**config.mk**
```make
export PLATFORM = sky130hd
export DESIGN_NAME = sorted_two_list_merge_top_flat
export DESIGN_NICKNAME = d
export VERILOG_FILES = /design/src/hw/rtl/stlm_pkg.sv /design/src/hw/rtl/stlm_in_if.sv /design/src/hw/rtl/stlm_out_if.sv /design/src/hw/rtl/stlm_ram.sv /design/src/hw/rtl/stlm_front.sv /design/src/hw/rtl/stlm_back.sv /design/src/hw/rtl/sorted_two_list_merge_top.sv /design/src/flat_wrapper.sv
export SDC_FILE = /design/constraint.sdc
export NUM_CORES = 1
export LEC_CHECK = 0
export BUFFER_PORTS_ARGS = -buffer_cell sky130_fd_sc_hd__buf_2
export CAP_MARGIN = 15
export CELL_PAD_IN_SITES_DETAIL_PLACEMENT = 1
export CELL_PAD_IN_SITES_GLOBAL_PLACEMENT = 2
export CORE_UTILIZATION = 44
export DETAILED_ROUTE_END_ITERATION = 7
export HOLD_SLACK_MARGIN = 0.05
export PLACE_DENSITY_LB_ADDON = 0.05
export SLEW_MARGIN = 15
export SYNTH_ARGS = -nofsm -noshare
export SYNTH_HDL_FRONTEND = slang
export SYNTH_SLANG_ARGS = --single-unit
```
**constraint.sdc**
```tcl
create_clock -name clk_i -period 12.2 [get_ports clk_i]
set_clock_uncertainty 0.2 [all_clocks]
set_input_delay 2.44 -clock clk_i [delete_from_list [all_inputs] [get_ports clk_i]]
set_output_delay 2.44 -clock clk_i [all_outputs]
set_load 0.005 [all_outputs]
```
**src/hw/rtl/stlm_pkg.sv**
```systemverilog
package stlm_pkg;

  localparam int unsigned DATA_W = 32;

  localparam logic [1:0] OP_PUSH_A = 2'd0;
  localparam logic [1:0] OP_PUSH_B = 2'd1;
  localparam logic [1:0] OP_END    = 2'd2;

  typedef enum logic [1:0] {
    CMD_PUSH_A,
    CMD_PUSH_B,
    CMD_END
  } cmd_e;

  typedef struct packed {
    cmd_e                     cmd;
    logic signed [DATA_W-1:0] value;
  } cmd_t;

  typedef struct packed {
    logic signed [DATA_W-1:0] value;
    logic                     last;
    logic                     drain;
    logic                     ovf;
    logic                     nod;
  } res_t;

endpackage

```
**src/hw/rtl/stlm_in_if.sv**
```systemverilog
interface stlm_in_if import stlm_pkg::*; ();
  logic                     valid;
  logic                     ready;
  logic [1:0]               opcode;
  logic signed [DATA_W-1:0] value;

  modport source (output valid, output opcode, output value, input ready);
  modport sink   (input valid, input opcode, input value, output ready);
endinterface

```
**src/hw/rtl/stlm_out_if.sv**
```systemverilog
interface stlm_out_if import stlm_pkg::*; ();
  logic                     valid;
  logic                     ready;
  logic signed [DATA_W-1:0] merged_value;
  logic                     last_of_run;
  logic                     from_drain;
  logic                     overflow;
  logic                     no_data;

  modport source (output valid, output merged_value, output last_of_run, output from_drain,
                  output overflow, output no_data, input ready);
  modport sink   (input valid, input merged_value, input last_of_run, input from_drain,
                  input overflow, input no_data, output ready);
endinterface

```
**src/hw/rtl/stlm_ram.sv**
```systemverilog
module stlm_ram #(
  parameter int unsigned WIDTH = 32,
  parameter int unsigned DEPTH = 16,
  localparam int unsigned AW   = (DEPTH > 1) ? $clog2(DEPTH) : 1
) (
  input  logic             clk_i,
  input  logic             we_i,
  input  logic [AW-1:0]    waddr_i,
  input  logic [WIDTH-1:0] wdata_i,
  input  logic             re_i,
  input  logic [AW-1:0]    raddr_i,
  output logic [WIDTH-1:0] rdata_o
);

  logic [WIDTH-1:0] mem_q [DEPTH];
  logic [WIDTH-1:0] rdata_q;

  always_ff @(posedge clk_i) begin
    if (we_i) begin
      mem_q[waddr_i] <= wdata_i;
    end
    if (re_i) begin
      rdata_q <= mem_q[raddr_i];
    end
  end

  assign rdata_o = rdata_q;

endmodule

```
**src/hw/rtl/stlm_front.sv**
```systemverilog
module stlm_front import stlm_pkg::*; (
  input  logic      clk_i,
  input  logic      rst_ni,
  stlm_in_if.sink   in_i,
  output cmd_t      cmd_o,
  output logic      cmd_valid_o,
  input  logic      cmd_ready_i
);

  cmd_t       buf_q [2];
  logic       wr_ptr_q, wr_ptr_d;
  logic       rd_ptr_q, rd_ptr_d;
  logic [1:0] fill_q, fill_d;
  logic       keep;
  logic       push;
  logic       pop;
  cmd_t       cmd_in;

  always_comb begin
    keep         = 1'b1;
    cmd_in.value = in_i.value;
    cmd_in.cmd   = CMD_END;
    unique case (in_i.opcode)
      OP_PUSH_A: cmd_in.cmd = CMD_PUSH_A;
      OP_PUSH_B: cmd_in.cmd = CMD_PUSH_B;
      OP_END:    cmd_in.cmd = CMD_END;
      default:   keep       = 1'b0;
    endcase
  end

  assign in_i.ready  = (fill_q != 2'd2);
  assign push        = in_i.valid && in_i.ready && keep;
  assign cmd_valid_o = (fill_q != 2'd0);
  assign pop         = cmd_valid_o && cmd_ready_i;
  assign cmd_o       = buf_q[rd_ptr_q];

  always_comb begin
    wr_ptr_d = push ? ~wr_ptr_q : wr_ptr_q;
    rd_ptr_d = pop ? ~rd_ptr_q : rd_ptr_q;
    unique case ({push, pop})
      2'b10:   fill_d = fill_q + 2'd1;
      2'b01:   fill_d = fill_q - 2'd1;
      default: fill_d = fill_q;
    endcase
  end

  always_ff @(posedge clk_i or negedge rst_ni) begin
    if (!rst_ni) begin
      wr_ptr_q <= 1'b0;
      rd_ptr_q <= 1'b0;
      fill_q   <= 2'd0;
    end else begin
      wr_ptr_q <= wr_ptr_d;
      rd_ptr_q <= rd_ptr_d;
      fill_q   <= fill_d;
    end
  end

  always_ff @(posedge clk_i) begin
    if (push) begin
      buf_q[wr_ptr_q] <= cmd_in;
    end
  end

endmodule

```
**src/hw/rtl/stlm_back.sv**
```systemverilog
module stlm_back import stlm_pkg::*; #(
  parameter int unsigned QUEUE_DEPTH = 16
) (
  input  logic clk_i,
  input  logic rst_ni,
  input  cmd_t cmd_i,
  input  logic cmd_valid_i,
  output logic cmd_ready_o,
  output res_t res_o,
  output logic res_valid_o,
  input  logic res_ready_i
);

  localparam int unsigned AW = (QUEUE_DEPTH > 1) ? $clog2(QUEUE_DEPTH) : 1;
  localparam int unsigned CW = $clog2(QUEUE_DEPTH + 1);
  localparam int unsigned SW = CW + 1;
  localparam logic [CW-1:0] DEPTH_C = CW'(QUEUE_DEPTH);
  localparam logic [SW-1:0] DEPTH_S = SW'(QUEUE_DEPTH);
  localparam logic [CW-1:0] ONE_C   = CW'(1);

  localparam logic [1:0] S_IDLE  = 2'd0;
  localparam logic [1:0] S_MERGE = 2'd1;
  localparam logic [1:0] S_DRAIN = 2'd2;

  function automatic logic [AW-1:0] wrap_pos(input logic [AW-1:0] h, input logic [CW-1:0] c);
    logic [SW-1:0] s;
    s = SW'(h) + SW'(c);
    if (s >= DEPTH_S) begin
      s = s - DEPTH_S;
    end
    return s[AW-1:0];
  endfunction

  logic [1:0]               state_q, state_d;
  logic [AW-1:0]            head_a_q, head_a_d, head_b_q, head_b_d;
  logic [CW-1:0]            cnt_a_q, cnt_a_d, cnt_b_q, cnt_b_d;
  logic                     side_q, side_d;
  logic                     rd_side_q, rd_side_d;
  logic signed [DATA_W-1:0] val_q, val_d;
  res_t                     res_q, res_d;
  logic                     res_vld_q, res_vld_d;

  logic                     we_a, we_b, re_a, re_b;
  logic [AW-1:0]            raddr_a, raddr_b;
  logic [AW-1:0]            nxt_a, nxt_b, wpos_a, wpos_b;
  logic [DATA_W-1:0]        rdata_a, rdata_b;
  logic signed [DATA_W-1:0] hdata;
  logic [CW-1:0]            rd_cnt;
  logic                     out_free;
  logic                     take_o;
  logic                     emit;
  logic                     pop_en, pop_sel, clr;

  assign nxt_a    = wrap_pos(head_a_q, ONE_C);
  assign nxt_b    = wrap_pos(head_b_q, ONE_C);
  assign wpos_a   = wrap_pos(head_a_q, cnt_a_q);
  assign wpos_b   = wrap_pos(head_b_q, cnt_b_q);
  assign raddr_a  = (state_q == S_IDLE) ? head_a_q : nxt_a;
  assign raddr_b  = (state_q == S_IDLE) ? head_b_q : nxt_b;
  assign hdata    = rd_side_q ? $signed(rdata_b) : $signed(rdata_a);
  assign rd_cnt   = rd_side_q ? cnt_b_q : cnt_a_q;
  assign out_free = !res_vld_q || res_ready_i;
  // tie goes to B
  assign take_o   = side_q ? (hdata < val_q) : (hdata <= val_q);

  stlm_ram #(.WIDTH(DATA_W), .DEPTH(QUEUE_DEPTH)) u_ram_a (
    .clk_i   (clk_i),
    .we_i    (we_a),
    .waddr_i (wpos_a),
    .wdata_i (cmd_i.value),
    .re_i    (re_a),
    .raddr_i (raddr_a),
    .rdata_o (rdata_a)
  );

  stlm_ram #(.WIDTH(DATA_W), .DEPTH(QUEUE_DEPTH)) u_ram_b (
    .clk_i   (clk_i),
    .we_i    (we_b),
    .waddr_i (wpos_b),
    .wdata_i (cmd_i.value),
    .re_i    (re_b),
    .raddr_i (raddr_b),
    .rdata_o (rdata_b)
  );

  always_comb begin
    state_d     = state_q;
    head_a_d    = head_a_q;
    head_b_d    = head_b_q;
    cnt_a_d     = cnt_a_q;
    cnt_b_d     = cnt_b_q;
    side_d      = side_q;
    rd_side_d   = rd_side_q;
    val_d       = val_q;
    cmd_ready_o = 1'b0;
    we_a        = 1'b0;
    we_b        = 1'b0;
    re_a        = 1'b0;
    re_b        = 1'b0;
    emit        = 1'b0;
    res_d       = '0;
    pop_en      = 1'b0;
    pop_sel     = rd_side_q;
    clr         = 1'b0;

    unique case (state_q)
      S_IDLE: begin
        if (cmd_valid_i && out_free) begin
          cmd_ready_o = 1'b1;
          unique case (cmd_i.cmd)
            CMD_PUSH_A: begin
              if (cnt_a_q == DEPTH_C) begin
                emit      = 1'b1;
                res_d.ovf = 1'b1;
                res_d.last = 1'b1;
              end else begin
                we_a    = 1'b1;
                cnt_a_d = cnt_a_q + ONE_C;
                val_d   = cmd_i.value;
                side_d  = 1'b0;
                if (cnt_b_q != '0) begin
                  re_b      = 1'b1;
                  rd_side_d = 1'b1;
                  state_d   = S_MERGE;
                end
              end
            end
            CMD_PUSH_B: begin
              if (cnt_b_q == DEPTH_C) begin
                emit      = 1'b1;
                res_d.ovf = 1'b1;
                res_d.last = 1'b1;
              end else begin
                we_b    = 1'b1;
                cnt_b_d = cnt_b_q + ONE_C;
                val_d   = cmd_i.value;
                side_d  = 1'b1;
                if (cnt_a_q != '0) begin
                  re_a      = 1'b1;
                  rd_side_d = 1'b0;
                  state_d   = S_MERGE;
                end
              end
            end
            CMD_END: begin
              if (cnt_a_q == '0 && cnt_b_q == '0) begin
                emit       = 1'b1;
                res_d.nod  = 1'b1;
                res_d.last = 1'b1;
                clr        = 1'b1;
              end else if (cnt_a_q != '0) begin
                re_a      = 1'b1;
                rd_side_d = 1'b0;
                state_d   = S_DRAIN;
              end else begin
                re_b      = 1'b1;
                rd_side_d = 1'b1;
                state_d   = S_DRAIN;
              end
            end
            default: ;
          endcase
        end
      end
      S_MERGE: begin
        if (out_free) begin
          emit   = 1'b1;
          pop_en = 1'b1;
          if (take_o) begin
            res_d.value = hdata;
            res_d.last  = (rd_cnt == ONE_C);
            if (rd_cnt != ONE_C) begin
              re_a = !rd_side_q;
              re_b = rd_side_q;
            end else begin
              state_d = S_IDLE;
            end
          end else begin
            // pushed word goes out before the head (smaller, or B on a tie) and ends the run
            res_d.value = val_q;
            res_d.last  = 1'b1;
            pop_sel     = side_q;
            state_d     = S_IDLE;
          end
        end
      end
      S_DRAIN: begin
        if (out_free) begin
          emit        = 1'b1;
          pop_en      = 1'b1;
          res_d.value = hdata;
          res_d.drain = 1'b1;
          res_d.last  = (rd_cnt == ONE_C);
          if (rd_cnt == ONE_C) begin
            clr     = 1'b1;
            state_d = S_IDLE;
          end else begin
            re_a = !rd_side_q;
            re_b = rd_side_q;
          end
        end
      end
      default: state_d = S_IDLE;
    endcase

    if (pop_en) begin
      if (pop_sel) begin
        head_b_d = nxt_b;
        cnt_b_d  = cnt_b_q - ONE_C;
      end else begin
        head_a_d = nxt_a;
        cnt_a_d  = cnt_a_q - ONE_C;
      end
    end
    if (clr) begin
      head_a_d = '0;
      head_b_d = '0;
      cnt_a_d  = '0;
      cnt_b_d  = '0;
    end
  end

  assign res_vld_d = emit ? 1'b1 : (res_ready_i ? 1'b0 : res_vld_q);

  always_ff @(posedge clk_i or negedge rst_ni) begin
    if (!rst_ni) begin
      state_q   <= S_IDLE;
      head_a_q  <= '0;
      head_b_q  <= '0;
      cnt_a_q   <= '0;
      cnt_b_q   <= '0;
      res_vld_q <= 1'b0;
    end else begin
      state_q   <= state_d;
      head_a_q  <= head_a_d;
      head_b_q  <= head_b_d;
      cnt_a_q   <= cnt_a_d;
      cnt_b_q   <= cnt_b_d;
      res_vld_q <= res_vld_d;
    end
  end

  always_ff @(posedge clk_i) begin
    side_q    <= side_d;
    rd_side_q <= rd_side_d;
    val_q     <= val_d;
    if (emit) begin
      res_q <= res_d;
    end
  end

  assign res_o       = res_q;
  assign res_valid_o = res_vld_q;

endmodule

```
**src/hw/rtl/sorted_two_list_merge_top.sv**
```systemverilog
// Two-way merge of sorted signed lists, one queue RAM per list.
// A push with nothing to merge, an overflow and an end on empty queues are handled without leaving
// idle; a push or end that yields merged or drained words gives them out one word per cycle while
// the output is not stalled.
// Reset is asynchronous, active low; it empties both queues.
module sorted_two_list_merge_top import stlm_pkg::*; #(
  parameter int unsigned QUEUE_DEPTH = 16
) (
  input  logic         clk_i,
  input  logic         rst_ni,
  stlm_in_if.sink      in_i,
  stlm_out_if.source   out_o
);

  cmd_t cmd;
  logic cmd_valid;
  logic cmd_ready;
  res_t res;

  stlm_front u_front (
    .clk_i       (clk_i),
    .rst_ni      (rst_ni),
    .in_i        (in_i),
    .cmd_o       (cmd),
    .cmd_valid_o (cmd_valid),
    .cmd_ready_i (cmd_ready)
  );

  stlm_back #(.QUEUE_DEPTH(QUEUE_DEPTH)) u_back (
    .clk_i       (clk_i),
    .rst_ni      (rst_ni),
    .cmd_i       (cmd),
    .cmd_valid_i (cmd_valid),
    .cmd_ready_o (cmd_ready),
    .res_o       (res),
    .res_valid_o (out_o.valid),
    .res_ready_i (out_o.ready)
  );

  assign out_o.merged_value = res.value;
  assign out_o.last_of_run  = res.last;
  assign out_o.from_drain   = res.drain;
  assign out_o.overflow     = res.ovf;
  assign out_o.no_data      = res.nod;

`ifndef SYNTHESIS
  a_no_cmd_when_stalled: assert property (@(posedge clk_i) disable iff (!rst_ni)
    (out_o.valid && !out_o.ready) |-> !(cmd_valid && cmd_ready))
    else $error("command taken while result word stalled");

  a_front_full_has_cmd: assert property (@(posedge clk_i) disable iff (!rst_ni)
    !in_i.ready |-> cmd_valid)
    else $error("front stalls input with empty command queue");

  a_flag_word_shape: assert property (@(posedge clk_i) disable iff (!rst_ni)
    (out_o.valid && (out_o.overflow || out_o.no_data)) |->
      (out_o.last_of_run && !out_o.from_drain && out_o.merged_value == 0))
    else $error("malformed overflow or no-data word");
`endif

endmodule

```
**src/flat_wrapper.sv**
```systemverilog
// flat-port wrapper written by rule: the top's interface ports become plain ports
module sorted_two_list_merge_top_flat import stlm_pkg::*;
#(
  parameter int unsigned QUEUE_DEPTH = 16
)
  (clk_i, rst_ni, in_i_valid, in_i_opcode, in_i_value, in_i_ready, out_o_valid, out_o_merged_value, out_o_last_of_run, out_o_from_drain, out_o_overflow, out_o_no_data, out_o_ready);
  stlm_in_if in_i_i ();
  stlm_out_if out_o_i ();
  input  logic clk_i;
  input  logic rst_ni;
  input wire logic [$bits(in_i_i.valid)-1:0] in_i_valid;
  input wire logic [$bits(in_i_i.opcode)-1:0] in_i_opcode;
  input wire logic [$bits(in_i_i.value)-1:0] in_i_value;
  output wire logic [$bits(in_i_i.ready)-1:0] in_i_ready;
  output wire logic [$bits(out_o_i.valid)-1:0] out_o_valid;
  output wire logic [$bits(out_o_i.merged_value)-1:0] out_o_merged_value;
  output wire logic [$bits(out_o_i.last_of_run)-1:0] out_o_last_of_run;
  output wire logic [$bits(out_o_i.from_drain)-1:0] out_o_from_drain;
  output wire logic [$bits(out_o_i.overflow)-1:0] out_o_overflow;
  output wire logic [$bits(out_o_i.no_data)-1:0] out_o_no_data;
  input wire logic [$bits(out_o_i.ready)-1:0] out_o_ready;
  assign in_i_i.valid = in_i_valid;
  assign in_i_i.opcode = in_i_opcode;
  assign in_i_i.value = in_i_value;
  assign in_i_ready = in_i_i.ready;
  assign out_o_valid = out_o_i.valid;
  assign out_o_merged_value = out_o_i.merged_value;
  assign out_o_last_of_run = out_o_i.last_of_run;
  assign out_o_from_drain = out_o_i.from_drain;
  assign out_o_overflow = out_o_i.overflow;
  assign out_o_no_data = out_o_i.no_data;
  assign out_o_i.ready = out_o_ready;
  sorted_two_list_merge_top #(.QUEUE_DEPTH(QUEUE_DEPTH)) u_core (.clk_i(clk_i), .rst_ni(rst_ni), .in_i(in_i_i), .out_o(out_o_i));
endmodule
```
==> flow_summary.rst <==
.. list-table::
   :header-rows: 1

   * - Metric
     - Value
   * - Initial core utilization
     - 44.6%
   * - Most area-consuming cells after synthesis
     - edfxtp_1 (75%), mux4_2 (15%), ha_1 (1.4%)
   * - Skew-Pair Late Insertion Delay
     - 760 ps
   * - Share of the yosys chip area belonging to registers
     - 76.5%
   * - Area of placed instances
     - 0.0513 mm2
   * - Post-synth top area share
     - 75.2%
   * - Final WS setup
     - 6630 ps
   * - Total Nets Final
     - 2467
   * - Initial antenna violation count
     - 25
   * - Status
     - complete, no violations
   * - Total CTS buffers
     - 137
   * - Detailed-route vias per instance
     - 5.90
   * - Input/output buffers
     - 75
   * - Maximum clock insertion buffer count
     - 3
   * - Io pins
     - 76
   * - Cell repeated most along the worst path
     - nand2_1
   * - Area Growth Syn to Fin
     - 13.9%
   * - Post-synthesis instance area
     - 0.0489 mm2
   * - TritonCTS clock tree
     - done
   * - Largest area contributor in the synthesized netlist
     - edfxtp_1
   * - Global-route wire length before repair
     - 189000 um
   * - PostCTS Resize Cnt
     - 0
   * - Post-route ant nets
     - 0
   * - Critical-path cell list
     - buf_2 -> nand2b_1 -> o21a_1 -> nand2_1 -> inv_1 -> nand2_1 -> nor2_1 -> nand3b_1 -> nor2_4
   * - Endpoints failing hold
     - 0
   * - Total number of H-tree levels
     - 4
   * - Post-Route Hold Slack
     - 343 ps
   * - Synth Register Bits
     - 1251
   * - Post-detailed-placement half-perimeter wirelength
     - 84300 um
   * - Routability congestion estimate from global placement
     - 0.830
   * - Max-slew violation total from the final report
     - 0
   * - Vertical die dimension
     - 335 um
   * - Area enclosed by the die boundary
     - 0.113 mm2
   * - Final standard cell utilization of the core
     - 50.8%
   * - Static leakage power
     - 0.0180 uW
   * - Standard cell with the maximum stage delay on the critical path
     - nor2_4
   * - Placeable core region
     - 0.110 mm2
   * - Gate Count Post-Synth
     - 2236
   * - Highest clock frequency the design can meet
     - 179 MHz
   * - Required time of the critical path
     - 12360 ps
   * - DRC violation total after the first TritonRoute iteration
     - 2862
   * - Unique masters post-synth
     - 57
   * - Final cell area excluding filler cells
     - 0.0557 mm2
   * - Slew of the pin with the lowest slew margin
     - 1260 ps
   * - Wirelength per Cell
     - 34.5 um
   * - Post-synth EDFFs
     - 1226
   * - Synth warnings
     - 0
   * - Headroom to the max-slew limit
     - 15.8%
   * - Syn nets
     - 2330
   * - Detailed-routing iteration count for the pre-antenna-repair pass
     - 5
   * - Congestion Overflow GR
     - 0
   * - Root Buffer Master
     - clkbuf_16
   * - Largest net degree at the start of global routing
     - 129
   * - Maximum vdd ir drop
     - 0.000325 V
   * - Startpoint class of the critical path
     - primary input
   * - Final cycle utilization of the critical path
     - 45.7%
   * - Remaining design rule violation count
     - 0
   * - Pwr per Cell Area
     - 306 mW/mm2
   * - Critical path arrival
     - 5740 ps
   * - Mean post-synth cell area
     - 21.9 um2
   * - Top fanout value on the critical path
     - 32
   * - Chip Width
     - 335 um
   * - Type of element capturing the critical path
     - flop
   * - Setup repair after global routing missed its margin
     - false
   * - # hold bufs at CTS
     - 0
   * - Total number of vias
     - 23400
   * - Final wirelength
     - 137000 um
   * - Predominant post-synthesis flop cell
     - edfxtp_1
   * - Path class of the lowest-slack min-delay path
     - flop to flop
   * - MaxCap Viol Count
     - 0
   * - Pre-CTS setup slack
     - 5900 ps
   * - Global routing usage summed across all routing layers
     - 24.9%
   * - Buffers inserted by post-CTS timing repair
     - 0
   * - Sinks on Clock Net
     - 1251
   * - Clock-pin slew on the worst setup and hold paths
     - 60 ps
   * - Final sum of negative setup slack
     - 0 ps
   * - Post-synth ARST share
     - 2.00%
   * - Crit Path Class
     - primary input to flop
   * - Number of fillers in the final layout
     - 9643
   * - Slowest stage delay, CP
     - 1060 ps
   * - Final Setup Violations
     - 0
   * - Clock period minus worst slack
     - 5570 ps
   * - Proportion of layout cells with a drive suffix above 1
     - 28.5%
   * - Standard-cell row count
     - 121
   * - Vias in the first global route
     - 23800
==> cell usage after synthesis, types with 6 or more instances <==
cell	count
xnor2_1	18
nor2_1	56
mux2_2	33
a21o_1	7
buf_1	25
dfrtp_1	25
mux2i_1	45
nor3_1	6
and3_1	7
or3_1	9
inv_1	78
nand3_1	15
edfxtp_1	1226
o21ai_0	13
mux4_2	320
buf_2	6
nand2_1	78
a21oi_1	34
ha_1	54
o31ai_1	33
nand2b_1	8
clkbuf_1	63
nand4_1	10
==> flip-flops by register name (all words and copies together) (netlist names), 4 cells and up <==
| signal | cells |
|---|---|
| u_core.u_back.cnt_a_q | 5 |
| u_core.u_back.cnt_b_q | 5 |
| u_core.u_back.head_a_q | 4 |
| u_core.u_back.head_b_q | 4 |
| u_core.u_back.res_o | 36 |
| u_core.u_back.u_ram_a.mem_q | 512 |
| u_core.u_back.u_ram_a.rdata_o | 32 |
| u_core.u_back.u_ram_b.mem_q | 512 |
| u_core.u_back.u_ram_b.rdata_o | 32 |
| u_core.u_back.val_q | 32 |
| u_core.u_front.buf_q | 68 |
==> report_power, final <==
group	switching (uW)	internal, uW	total, uW
clock network	1730	2300	4030
registers	259	5860	6120
logic	4360	2510	6870
==> layout by cell type, fill, tap and decap left out, types with 31 or more instances in the layout <==
master,count
a21oi_1,31
buf_2,75
clkbuf_16,139
edfxtp_1,1226
ha_1,54
inv_1,77
mux2_2,33
mux2i_1,43
mux4_2,320
nand2_1,77
nor2_4,34
o31ai_1,33
==> cells by family (layout without fill, tap and decap cells) <==
group / after synthesis / in the layout / share of synthesized area [%]
XOR/XNOR: 23 / 23 / 0.412
AO/OA/AOI/OAI: 117 / 117 / 1.68
buffers and inverters: 173 / 421 / 1.36
multiplexers: 399 / 399 / 16.4
adder cells (fa/ha/maj): 56 / 56 / 1.46
flip-flops: 1251 / 1251 / 76.5
AND/OR/NAND/NOR: 217 / 217 / 2.14
other: 0 / 5 / 0
==> metrics by stage <==
| stage | std cells | total power [uW] |
|---|---|---|
| 2_1_floorplan | 2236 | 10100 |
| 3_3_place_gp | 3709 | 13100 |
| 4_1_cts | 3959 | 17200 |
| 6_report | 3965 | 17000 |
| 3_5_place_dp | 3709 | 13200 |
| 5_1_grt | 3960 | 17700 |
==> final cells by class <==
class                           instances  area, um2  area share, %
Antenna cell                            5       12.5         0.0225
Clock inverter                         85        768           1.38
Tap cell                             1476       1850           3.31
Sequential cell                      1251      37400           67.2
Timing Repair Buffer                   93        581           1.04
Inverter                               78        293          0.525
Multi-Input combinational cell        812      11200           20.1
Clock buffer                          165       3580           6.42
==> worst max-delay path: cells and delay by family <==
kind                   cells  cell delay, ps
AOI/OAI and AO/OA          1             250
buffers and inverters      2             290
and+or+nand+nor            6            2730
==> final timing paths <==
path | slack, ps | end | cells after the start | start
setup / recovery | 6630 | u_core.u_back.u_ram_b.mem_q[6][29]$_DFFE_PP_ | 9 | out_o_ready
hold / removal | 340 | u_core.u_front.fill_q[1]$_DFFE_PN0P_ | 1 | u_core.u_front.fill_q[1]$_DFFE_PN0P_
setup reg to reg | 6950 | u_core.u_back.res_o[6]$_DFFE_PP_ | 12 | u_core.u_back.rd_side_q$_DFFE_PP_
hold reg to reg | 340 | u_core.u_front.fill_q[1]$_DFFE_PN0P_ | 1 | u_core.u_front.fill_q[1]$_DFFE_PN0P_
max in group asynchronous | 9800 | u_core.u_front.rd_ptr_q$_DFFE_PN0P_ | 1 | rst_ni
min in group asynchronous | 1530 | u_core.u_back.cnt_a_q[0]$_DFF_PN0_ | 1 | rst_ni
==> per-layer routing <==
layer	GRT usage (%)	wire, um	up-vias	part of all wire [%]
met5	0	0	-	0
met4	5.51	2300	0	1.7
met3	6.14	12000	143	8.8
met2	34.6	58400	857	43
met1	39.5	64300	12800	47
li1	-	-	9594	-
(Power assumes the default switching activity.)
